### src/hdl/lr_pkg.sv
// Package for the line rasteriser: coordinate width default and item kind codes.
// Depends on nothing; imported by every module of the block.
`default_nettype none

package lr_pkg;

	localparam int LR_COORD_BITS = 16;
	localparam int LR_COLOR_BITS = 24;

	localparam logic LR_OP_START = 1'b0;
	localparam logic LR_OP_STEP  = 1'b1;

endpackage

`default_nettype wire

### src/hdl/line_rasterizer_top.sv
// Top level of the line rasteriser: input register, line state and pixel output register.
// Depends on lr_pkg, lr_setup and lr_step.
//
// Channel  Dir  Handshake           Payload
// s_axis   in   tvalid / tready     tuser: opcode; tdata: start/end points, colour
// m_axis   out  tvalid / tready     tdata: pixel x, y, colour; tlast: end point
//
// Each item is held in the input register, and a step item's pixel in the output register;
// a new item is taken every cycle while the output side keeps up.
// A step item's work is a single add and compare on the error term.
// Reset clears the line state and leaves the block idle with no pixel pending.
// A stalled output holds both registers; the input register frees as soon as it moves on.
`default_nettype none

module line_rasterizer_top
	import lr_pkg::*;
#(
	parameter int COORD_BITS = LR_COORD_BITS
) (
	input  logic                        clk,
	input  logic                        arst_n,
	input  logic                        s_axis_tvalid,
	output logic                        s_axis_tready,
	// opcode
	input  logic                        s_axis_tuser,
	// start_x, start_y, end_x, end_y, color, zero padding
	input  logic [((4*COORD_BITS+LR_COLOR_BITS+7)/8)*8-1:0] s_axis_tdata,
	output logic                        m_axis_tvalid,
	input  logic                        m_axis_tready,
	// pixel_x, pixel_y, pixel_color, zero padding
	output logic [((2*COORD_BITS+LR_COLOR_BITS+7)/8)*8-1:0] m_axis_tdata,
	output logic                        m_axis_tlast
);

	localparam int C     = COORD_BITS;
	localparam int E     = COORD_BITS + 3;
	localparam int OUT_W = ((2*COORD_BITS+LR_COLOR_BITS+7)/8)*8;

	logic                     valid_s1;
	logic                     op_s1;
	logic signed [C-1:0]      sx_s1, sy_s1, ex_s1, ey_s1;
	logic [LR_COLOR_BITS-1:0] color_s1;

	logic signed [C-1:0]      cur_x_q, cur_y_q, target_x_q, target_y_q;
	logic signed [E-1:0]      error_q, straight_q, diagonal_q;
	logic                     x_major_q;
	logic [LR_COLOR_BITS-1:0] line_color_q;
	logic                     active_q;

	logic                     valid_s2;
	logic signed [C-1:0]      px_s2, py_s2;
	logic [LR_COLOR_BITS-1:0] pcolor_s2;
	logic                     last_s2;

	logic                     advance;
	logic                     emit;

	logic signed [C-1:0]      su_fx, su_fy, su_sx, su_sy;
	logic signed [E-1:0]      su_err, su_str, su_diag;
	logic                     su_xmaj;

	logic signed [C-1:0]      st_x, st_y;
	logic signed [E-1:0]      st_err;
	logic                     st_last;

	assign advance       = !valid_s2 || m_axis_tready;
	assign s_axis_tready = !valid_s1 || advance;
	assign emit          = valid_s1 && (op_s1 == LR_OP_STEP) && active_q;

	lr_setup #(.COORD_BITS(C)) u_setup (
		.start_x      (sx_s1),
		.start_y      (sy_s1),
		.end_x        (ex_s1),
		.end_y        (ey_s1),
		.first_x      (su_fx),
		.first_y      (su_fy),
		.second_x     (su_sx),
		.second_y     (su_sy),
		.error_init   (su_err),
		.straight_inc (su_str),
		.diagonal_inc (su_diag),
		.x_major      (su_xmaj)
	);

	lr_step #(.COORD_BITS(C)) u_step (
		.cur_x        (cur_x_q),
		.cur_y        (cur_y_q),
		.target_x     (target_x_q),
		.target_y     (target_y_q),
		.error_term   (error_q),
		.straight_inc (straight_q),
		.diagonal_inc (diagonal_q),
		.x_major      (x_major_q),
		.next_x       (st_x),
		.next_y       (st_y),
		.next_error   (st_err),
		.is_last      (st_last)
	);

	always_ff @(posedge clk or negedge arst_n) begin
		if (!arst_n) begin
			valid_s1 <= 1'b0;
		end else if (s_axis_tready) begin
			valid_s1 <= s_axis_tvalid;
		end
	end

	always_ff @(posedge clk) begin
		if (s_axis_tready && s_axis_tvalid) begin
			op_s1    <= s_axis_tuser;
			sx_s1    <= s_axis_tdata[C-1:0];
			sy_s1    <= s_axis_tdata[2*C-1:C];
			ex_s1    <= s_axis_tdata[3*C-1:2*C];
			ey_s1    <= s_axis_tdata[4*C-1:3*C];
			color_s1 <= s_axis_tdata[4*C+LR_COLOR_BITS-1:4*C];
		end
	end

	always_ff @(posedge clk or negedge arst_n) begin
		if (!arst_n) begin
			cur_x_q      <= '0;
			cur_y_q      <= '0;
			target_x_q   <= '0;
			target_y_q   <= '0;
			error_q      <= '0;
			straight_q   <= '0;
			diagonal_q   <= '0;
			x_major_q    <= 1'b0;
			line_color_q <= '0;
			active_q     <= 1'b0;
		end else if (valid_s1 && advance) begin
			if (op_s1 == LR_OP_START) begin
				cur_x_q      <= su_fx;
				cur_y_q      <= su_fy;
				target_x_q   <= su_sx;
				target_y_q   <= su_sy;
				error_q      <= su_err;
				straight_q   <= su_str;
				diagonal_q   <= su_diag;
				x_major_q    <= su_xmaj;
				line_color_q <= color_s1;
				active_q     <= 1'b1;
			end else if (active_q) begin
				cur_x_q  <= st_x;
				cur_y_q  <= st_y;
				error_q  <= st_err;
				active_q <= !st_last;
			end
		end
	end

	always_ff @(posedge clk or negedge arst_n) begin
		if (!arst_n) begin
			valid_s2 <= 1'b0;
		end else if (advance) begin
			valid_s2 <= emit;
		end
	end

	always_ff @(posedge clk) begin
		if (advance && emit) begin
			px_s2     <= st_x;
			py_s2     <= st_y;
			pcolor_s2 <= line_color_q;
			last_s2   <= st_last;
		end
	end

	assign m_axis_tvalid = valid_s2;
	assign m_axis_tdata  = OUT_W'({pcolor_s2, py_s2, px_s2});
	assign m_axis_tlast  = last_s2;

endmodule

`default_nettype wire

### src/hdl/lr_setup.sv
// Line setup: endpoint ordering, deltas, initial error term and increments.
// Depends on lr_pkg.
`default_nettype none

module lr_setup
	import lr_pkg::*;
#(
	parameter int COORD_BITS = LR_COORD_BITS
) (
	input  logic signed [COORD_BITS-1:0] start_x,
	input  logic signed [COORD_BITS-1:0] start_y,
	input  logic signed [COORD_BITS-1:0] end_x,
	input  logic signed [COORD_BITS-1:0] end_y,
	output logic signed [COORD_BITS-1:0] first_x,
	output logic signed [COORD_BITS-1:0] first_y,
	output logic signed [COORD_BITS-1:0] second_x,
	output logic signed [COORD_BITS-1:0] second_y,
	output logic signed [COORD_BITS+2:0] error_init,
	output logic signed [COORD_BITS+2:0] straight_inc,
	output logic signed [COORD_BITS+2:0] diagonal_inc,
	output logic                         x_major
);

	localparam int E = COORD_BITS + 3;

	logic                        swap;
	logic signed [COORD_BITS:0]  ya_w;
	logic signed [COORD_BITS:0]  yb_w;
	logic signed [COORD_BITS:0]  dy_s;
	logic        [COORD_BITS:0]  dx;
	logic        [COORD_BITS:0]  dy;
	logic        [COORD_BITS:0]  mn;
	logic        [COORD_BITS:0]  mx;
	logic signed [E-1:0]         diff;
	logic signed [E-1:0]         absd;

	always_comb begin
		swap     = start_x > end_x;
		first_x  = swap ? end_x : start_x;
		first_y  = swap ? end_y : start_y;
		second_x = swap ? start_x : end_x;
		second_y = swap ? start_y : end_y;

		dx   = {second_x[COORD_BITS-1], second_x} - {first_x[COORD_BITS-1], first_x};
		ya_w = {first_y[COORD_BITS-1], first_y};
		yb_w = {second_y[COORD_BITS-1], second_y};
		dy_s = yb_w - ya_w;
		dy   = dy_s[COORD_BITS] ? (COORD_BITS+1)'(-dy_s) : dy_s;

		x_major = dx >= dy;
		mn      = x_major ? dy : dx;
		mx      = x_major ? dx : dy;

		straight_inc = $signed({1'b0, mn, 1'b0});
		error_init   = $signed({1'b0, mn, 1'b0}) - $signed({2'b00, mx});
		diff         = $signed({2'b00, dy}) - $signed({2'b00, dx});
		absd         = diff[E-1] ? -diff : diff;
		diagonal_inc = -(absd <<< 1);
	end

endmodule

`default_nettype wire

### src/hdl/lr_step.sv
// One Bresenham step: next position, next error term and end point detection.
// Depends on lr_pkg.
`default_nettype none

module lr_step
	import lr_pkg::*;
#(
	parameter int COORD_BITS = LR_COORD_BITS
) (
	input  logic signed [COORD_BITS-1:0] cur_x,
	input  logic signed [COORD_BITS-1:0] cur_y,
	input  logic signed [COORD_BITS-1:0] target_x,
	input  logic signed [COORD_BITS-1:0] target_y,
	input  logic signed [COORD_BITS+2:0] error_term,
	input  logic signed [COORD_BITS+2:0] straight_inc,
	input  logic signed [COORD_BITS+2:0] diagonal_inc,
	input  logic                         x_major,
	output logic signed [COORD_BITS-1:0] next_x,
	output logic signed [COORD_BITS-1:0] next_y,
	output logic signed [COORD_BITS+2:0] next_error,
	output logic                         is_last
);

	logic moving;
	logic pos;

	always_comb begin
		moving = (cur_x != target_x) || (cur_y != target_y);
		pos    = error_term > 0;
		next_x = cur_x;
		next_y = cur_y;
		next_error = error_term;
		if (moving) begin
			if (pos || x_major) begin
				next_x = cur_x + COORD_BITS'(1);
			end
			if (pos || !x_major) begin
				next_y = (target_y > cur_y) ? cur_y + COORD_BITS'(1) : cur_y - COORD_BITS'(1);
			end
			next_error = error_term + (pos ? diagonal_inc : straight_inc);
		end
		is_last = (next_x == target_x) && (next_y == target_y);
	end

endmodule

`default_nettype wire

### config.mk
export PLATFORM = sky130hd
export DESIGN_NAME = line_rasterizer_top
export DESIGN_NICKNAME = d
export VERILOG_FILES = /design/src/hdl/lr_pkg.sv /design/src/hdl/line_rasterizer_top.sv /design/src/hdl/lr_setup.sv /design/src/hdl/lr_step.sv
export SDC_FILE = /design/constraint.sdc
export NUM_CORES = 1
export LEC_CHECK = 0
export ABC_AREA = 1
export BUFFER_PORTS_ARGS = -buffer_cell sky130_fd_sc_hd__buf_2
export CORE_MARGIN = 1.5
export CORE_UTILIZATION = 30
export DETAILED_ROUTE_END_ITERATION = 8
export SKIP_CTS_REPAIR_TIMING = 1
export SLEW_MARGIN = 20
export SYNTH_ARGS = -nofsm -noshare
export SYNTH_HDL_FRONTEND = slang
export SYNTH_HIERARCHICAL = 1
export SYNTH_SLANG_ARGS = --single-unit
### constraint.sdc
create_clock -name clk -period 14.37 [get_ports clk]
set_input_delay 2.874 -clock clk [delete_from_list [all_inputs] [get_ports clk]]
set_output_delay 2.874 -clock clk [all_outputs]
set_load 0.1 [all_outputs]
# Word level (Yosys, flattened, before mapping)
# Cells that the tools add are included.
[op_classes] bitwise=1 muxes=23 order_cmp=4 n_reduce_logical=18 multipliers=0 div_mod_pow=0 addsub=11 shifts=0 eq_ne=6
[ops] operator="16-bit two-way mux" count=13
[ops] operator="19-bit two-way mux" count=4
[ops] operator="17-bit two-way mux" count=3
[ops] operator="16-bit by 16-bit subtractor with 17-bit output" count=2
[ops] operator="16-bit by 2-bit adder with 16-bit output, second input constant" count=2
[ops] operator="16-bit equality test" count=2
[ops] operator="16-bit > comparator" count=2
[ops] operator="16-bit inequality test" count=2
[ops] operator="19-bit adder" count=1
[ops] operator="19-bit by 1-bit > comparator with 1-bit output, second input constant" count=1
[ops] operator="19-bit negator" count=1
[ops] operator="18-bit by 17-bit subtractor with 19-bit output" count=1
[ops] operator="18-bit two-way mux" count=1
[ops] operator="18-bit negator" count=1
[ops] operator="17-bit by 17-bit subtractor with 18-bit output" count=1
[ops] operator="17-bit >= comparator" count=1
[ops] operator="17-bit negator" count=1
[ops] operator="16-bit by 2-bit subtractor with 16-bit output, second input constant" count=1
[ops] operator="1-bit logical AND" count=6
[ops] operator="1-bit logical OR" count=5
[ops] operator="1-bit zero test" count=4
[ops] operator="2-bit by 1-bit inequality test with 1-bit output, second input constant" count=2
[ops] operator="2-bit AND reduction" count=2
[ops] operator="3-bit AND reduction" count=1
[ops] operator="other kinds (2)" count=3
[totals] latchBits=0 output_inout_bits=59 mem_bits_ro=0 ff_bits=293 mem_bits_rw=0 inputBits=93 memories=0

# Longest topological paths before layout
[logic_depth] depth_word=9 mapped_depth=73 ltp_nobuf=70

# By module
# The synthesis kept the hierarchy.
[modules_own_cells] module="line_rasterizer_top" area_per_inst_um2=11138.2 cells_each=975 seq_area_each_um2=8112.8 n_inst=1
[modules_own_cells] module="lr_setup" area_per_inst_um2=6138.4 cells_each=1166 seq_area_each_um2=0.0 n_inst=1
[modules_own_cells] module="lr_step" area_per_inst_um2=4408.0 cells_each=865 seq_area_each_um2=0.0 n_inst=1

# Least setup slack after synthesis
# No wires, ideal clock.
[synth_path] kind="register to register" startpoint="register sx_s1[15]" endpoint="register error_q[18]" stages_incl_launch_ff=70 arrival_ps=7918 path_buffers=5 required_time_ps=14305 setup_ps=65 slack_ps=6387 path_cell_list="edfxtp_1 ha_1 buf_6 nand2_2 inv_2 nand2_2 a21oi_1 nor2_1 nand2_1 nand2_4 nand3_4 buf_12 nand2_4 nand3_4 ha_1 inv_1 nand2_1 nand2_1 (+34 left out) nand3_1 nand2_1 a21oi_1 o21bai_1 a21oi_1 o21bai_1 a21o_1 a21oi_1 inv_1 a21oi_1 nor2_1 nor2_1 inv_1 a211oi_1 nand2_1 nand2_1 nand3_1 nand2_1"
[synth_between] elab_chain_cells=9 elab_cells_between_ends=14 classes_between="add/sub (4); order compare (2); mux (8)"
[synth_lines] item="from (decl)" line_no="line_rasterizer_top.sv:41" text="logic signed [C-1:0] sx_s1, sy_s1, ex_s1, ey_s1;"
[synth_lines] item="from (signal assigned)" line_no="line_rasterizer_top.sv:111" text="sx_s1 <= s_axis_tdata[C-1:0];"
[synth_lines] item="16-bit > comparator" line_no="lr_setup.sv:38" text="swap = start_x > end_x;"
[synth_lines] item="16-bit two-way mux (on tied branches)" line_no="lr_setup.sv:42, lr_setup.sv:40"
[synth_lines] item="16-bit by 16-bit subtractor with 17-bit output" line_no="lr_setup.sv:47" text="dy_s = yb_w - ya_w;"
[synth_lines] item="17-bit negator" line_no="lr_setup.sv:48" text="dy = dy_s[COORD_BITS] ? (COORD_BITS+1)'(-dy_s) : dy_s;"
[synth_lines] item="17-bit two-way mux" line_no="lr_setup.sv:48"
[synth_lines] item="17-bit >= comparator (*)" line_no="lr_setup.sv:50" text="x_major = dx >= dy;"
[synth_lines] item="via su_xmaj" line_no="line_rasterizer_top.sv:60" text="logic su_xmaj;"
[synth_lines] item="17-bit two-way mux (*)" line_no="lr_setup.sv:51" text="mn = x_major ? dy : dx;"
[synth_lines] item="via su_str[1]" line_no="line_rasterizer_top.sv:59" text="logic signed [E-1:0] su_err, su_str, su_diag;"
[synth_lines] item="18-bit by 17-bit subtractor with 19-bit output (*)" line_no="lr_setup.sv:55" text="error_init = $signed({1'b0, mn, 1'b0}) - $signed({2'b00, mx});"
[synth_lines] item="via su_err[18]" line_no="line_rasterizer_top.sv:59"
[synth_lines] item="19-bit two-way mux (*)" line_no="line_rasterizer_top.sv:132" text="if (op_s1 == LR_OP_START) begin"
[synth_lines] item="to (signal assigned)" line_no="line_rasterizer_top.sv:137" text="error_q <= su_err;"
[synth_lines] item="to (signal assigned)" line_no="line_rasterizer_top.sv:146" text="error_q <= st_err;"
[synth_lines] item="to (decl)" line_no="line_rasterizer_top.sv:45" text="logic signed [E-1:0] error_q, straight_q, diagonal_q;"
# The timed path passes the listed nets; every way through them passes the cells marked *.
# A chain may end at the register's enable or synchronous reset.

# Worst setup path in the final report
[layout_path] startpoint="register sx_s1[15]" endpoint="register error_q[18]"
[layout_between] elab_chain_cells=9 elab_cells_between_ends=14 classes_between="add/sub (4); order compare (2); mux (8)"
[layout_lines] item="16-bit > comparator" line_no="lr_setup.sv:38"
[layout_lines] item="16-bit two-way mux (on tied branches)" line_no="lr_setup.sv:42, lr_setup.sv:40"
[layout_lines] item="16-bit by 16-bit subtractor with 17-bit output" line_no="lr_setup.sv:47"
[layout_lines] item="17-bit negator" line_no="lr_setup.sv:48"
[layout_lines] item="17-bit two-way mux" line_no="lr_setup.sv:48"
[layout_lines] item="17-bit >= comparator (*)" line_no="lr_setup.sv:50"
[layout_lines] item="via su_xmaj" line_no="line_rasterizer_top.sv:60"
[layout_lines] item="17-bit two-way mux (on tied branches)" line_no="lr_setup.sv:51, lr_setup.sv:52"
[layout_lines] item="18-bit by 17-bit subtractor with 19-bit output (*)" line_no="lr_setup.sv:55"
[layout_lines] item="via su_err[18]" line_no="line_rasterizer_top.sv:59"
[layout_lines] item="19-bit two-way mux (*)" line_no="line_rasterizer_top.sv:132"
# Marks and branches as above.

==> flow_summary.toml <==
[run_status]
status = "finished clean"

[worst_setup_path]
crit_buf_inv = 9
critPathLaunchType = "register"
arrival_ps = 10420
worstSetupPathType = "reg -> reg"
cp_top_family = "simple AND/OR/NAND/NOR gates"
cp.depth = 64
critPathMaxStageDelay_ps = 540
cp_slowest_cell = "nand3_4"
crit_path_max_fanout = 68
cp-end-kind = "register"
cpMostUsedCell = "nand2_1"
r2r_cells = 64
critPathRequiredTime_ps = 14870

[logic_synthesis]
synthFlopType = "dfrtp_1"
synth-compound-area-share_pct = 7.299
async_flop_share_pct = 50.51
post_synth_inst_count = 3006
ys_seq_area_share_pct = 37.41
synth_mux_area_share_pct = 0.04616
synth_edf_count = 146
yosys.area_share.xor_xnor_pct = 4.766
synth_fa_ha_area_share_pct = 6.370
syn_avg_cell_area_um2 = 7.214
syn_area_um2 = 21680
synth_warnings = 6
synth_top_family_by_area = "simple AND/OR/NAND/NOR gates"
synth-simple-area-share_pct = 35.20
synthDistinctLibCells = 56
ys_seq_elements = 295

[worst_hold_path]
hp-class = "reg -> reg"
hold_depth = 0

[placed_design]
dp_hpwl_um = 49860
dp_slack_ps = 4220
io_buffers = 151
gp_congestion = 0.9255

[detailed_routing]
wl_met1_um = 30490
dr_wl_met3_um = 3279
antenna_left = 0
met2WireLength_um = 30690
vias = 19620
drtIter0Drc = 1504
wl_per_cell_um = 16.20
highest_layer = "met4"
remaining_drc_errors = 0
drt-pass1-iter-count = 6
via_per_inst = 4.796
wl_um = 66260

[timing]
tns_ps = 0
post-route-min-period_ps = 9926
setup_viol = 0
fin_crit_sh_pct = 69.07
clock-skew-final_ps = 19.97
setup_slack_ps = 4444
relSlewSlack_pct = 26.02
worstMarginPinSlew_ps = 1110
hold_viol = 0
maxSlewViolCount = 0
rsz0062_at_grt = "no"
clock.fmax_ghz = 0.1007

[job]
maxCapViolCount = 0

[cells_and_area]
finalNetCount = 3307
fillCellCount = 7586
register_area_um2 = 8117
drive_gt1_share_pct = 11.04
syn2layout_area_growth_pct = 12.41
multiInputGateArea_um2 = 11680

[clock_tree]
cts_root_buf = "clkbuf_16"
h-tree-depth = 2
insertion_delay_ps = 560
cts.sinks = 295
ctsLongestPathBuffers = 3
cts_buffers = 36
tritoncts = "built"
clkTransAtPathRegs_ps = 60

[global_route]
grt_usage_pct = 17.77
grt_max_degree = 124
grt_overflow = 0
grt_pass1_vias = 18230
antenna_found_initial = 10
grt_pass1_wl_um = 103700

[floorplanning]
fp.dieArea_um2 = 73900
die_h_um = 271.9
ios = 152
rows = 98
chipWidth_um = 271.9
start_util_pct = 30.33
fp.coreArea_um2 = 71490
cells in the mapped netlist (all sizes together), types with 2 or more instances:
cell type  instances  share of area (%)
nand2           1207                 21
inv              322                5.6
nand3            196                5.0
nor2             173                3.4
o21ai            152                3.6
dfrtp            149                 17
edfxtp           146                 20
nand4            131                3.8
ha               104                6.0
a21oi             97                2.3
xor2              87                3.5
buf               76                2.7
clkbuf            33               0.57
xnor2             31                1.3
nor3              22               0.63
nand3b            18               0.62
or2               11               0.32
o21bai             8               0.28
a21o               5               0.17
o211ai             5               0.20
o31ai              5               0.17
clkinv             4              0.069
fa                 4               0.37
o21a               4               0.14
a211oi             3               0.10
a31oi              3              0.087
a21boi             2              0.069
nor4               2              0.058
worst paths after layout:
path	end	slack (ps)	from
worst max register to register	error_q[18]$_DFFE_PN0P_	4440	sx_s1[15]$_DFFE_PP_
worst max-delay path	error_q[18]$_DFFE_PN0P_	4440	sx_s1[15]$_DFFE_PP_
max in group asynchronous	target_y_q[7]$_DFFE_PN0P_	10960	arst_n
min in group asynchronous	line_color_q[7]$_DFFE_PN0P_	2260	arst_n
worst min-delay path	pcolor_s2[18]$_DFFE_PP_	440	line_color_q[18]$_DFFE_PN0P_
worst min register to register	pcolor_s2[18]$_DFFE_PP_	440	line_color_q[18]$_DFFE_PN0P_
cell families (layout without fill, tap and decap cells):
family | after synthesis | after routing
xor+xnor | 118 | 118
fa+ha+maj | 108 | 108
other cells | 1 | 9
simple gates | 1761 | 1761
compound gates | 287 | 287
flops | 295 | 295
mux | 1 | 1
buf+inv | 435 | 561
layout by cell type (no fill, tap or decap), types with 92 or more instances in the layout:
cell and count:
nand2_1 1174, inv_1 294, nand3_1 181, nor2_1 157
buf_2 150, dfrtp_1 148, edfxtp_1 146, nand4_1 131
o21ai_0 120, ha_1 104, a21oi_1 92
layout make-up:
cell class                 instances  share of cell area [%]
antenna                            6                 0.06160
clock buffer                      46                   4.188
clock inverter                    20                  0.8059
inverter                         326                   5.051
multi-input combinational       2278                   47.91
sequential                       295                   33.30
tap                              950                   4.876
timing repair buffer             169                   3.814
registers in the layout, indices dropped and copies added (netlist names), 19 cells and up:
register      flops
line_color_q     24
error_q          19
diagonal_q       19
color_s1         24
straight_q       19
pcolor_s2        24
routing by layer:
layer / up-vias / track usage [%]
li1: 9958 / -
met1: 9083 / 24.10
met2: 479 / 29.33
met3: 97 / 1.904
met4: 0 / 6.213
met5: - / 0
stage by stage:
step / cell area [µm²] / hold slack, ps / cells / utilization [%]
2_1_floorplan: 21690 / 425.3 / 3008 / -
3_3_place_gp: 23100 / 429.0 / 4016 / 32.31
3_5_place_dp: 23100 / 432.9 / 4016 / 32.31
4_1_cts: 24310 / 447.5 / 4082 / 34.01
5_1_grt: 24370 / 458.4 / 4088 / 34.09
6_report: 24380 / 444.8 / 4090 / 34.10
Power is not shown: default switching activity piles up to over one toggle a cycle in this logic, so the estimate is an artifact.
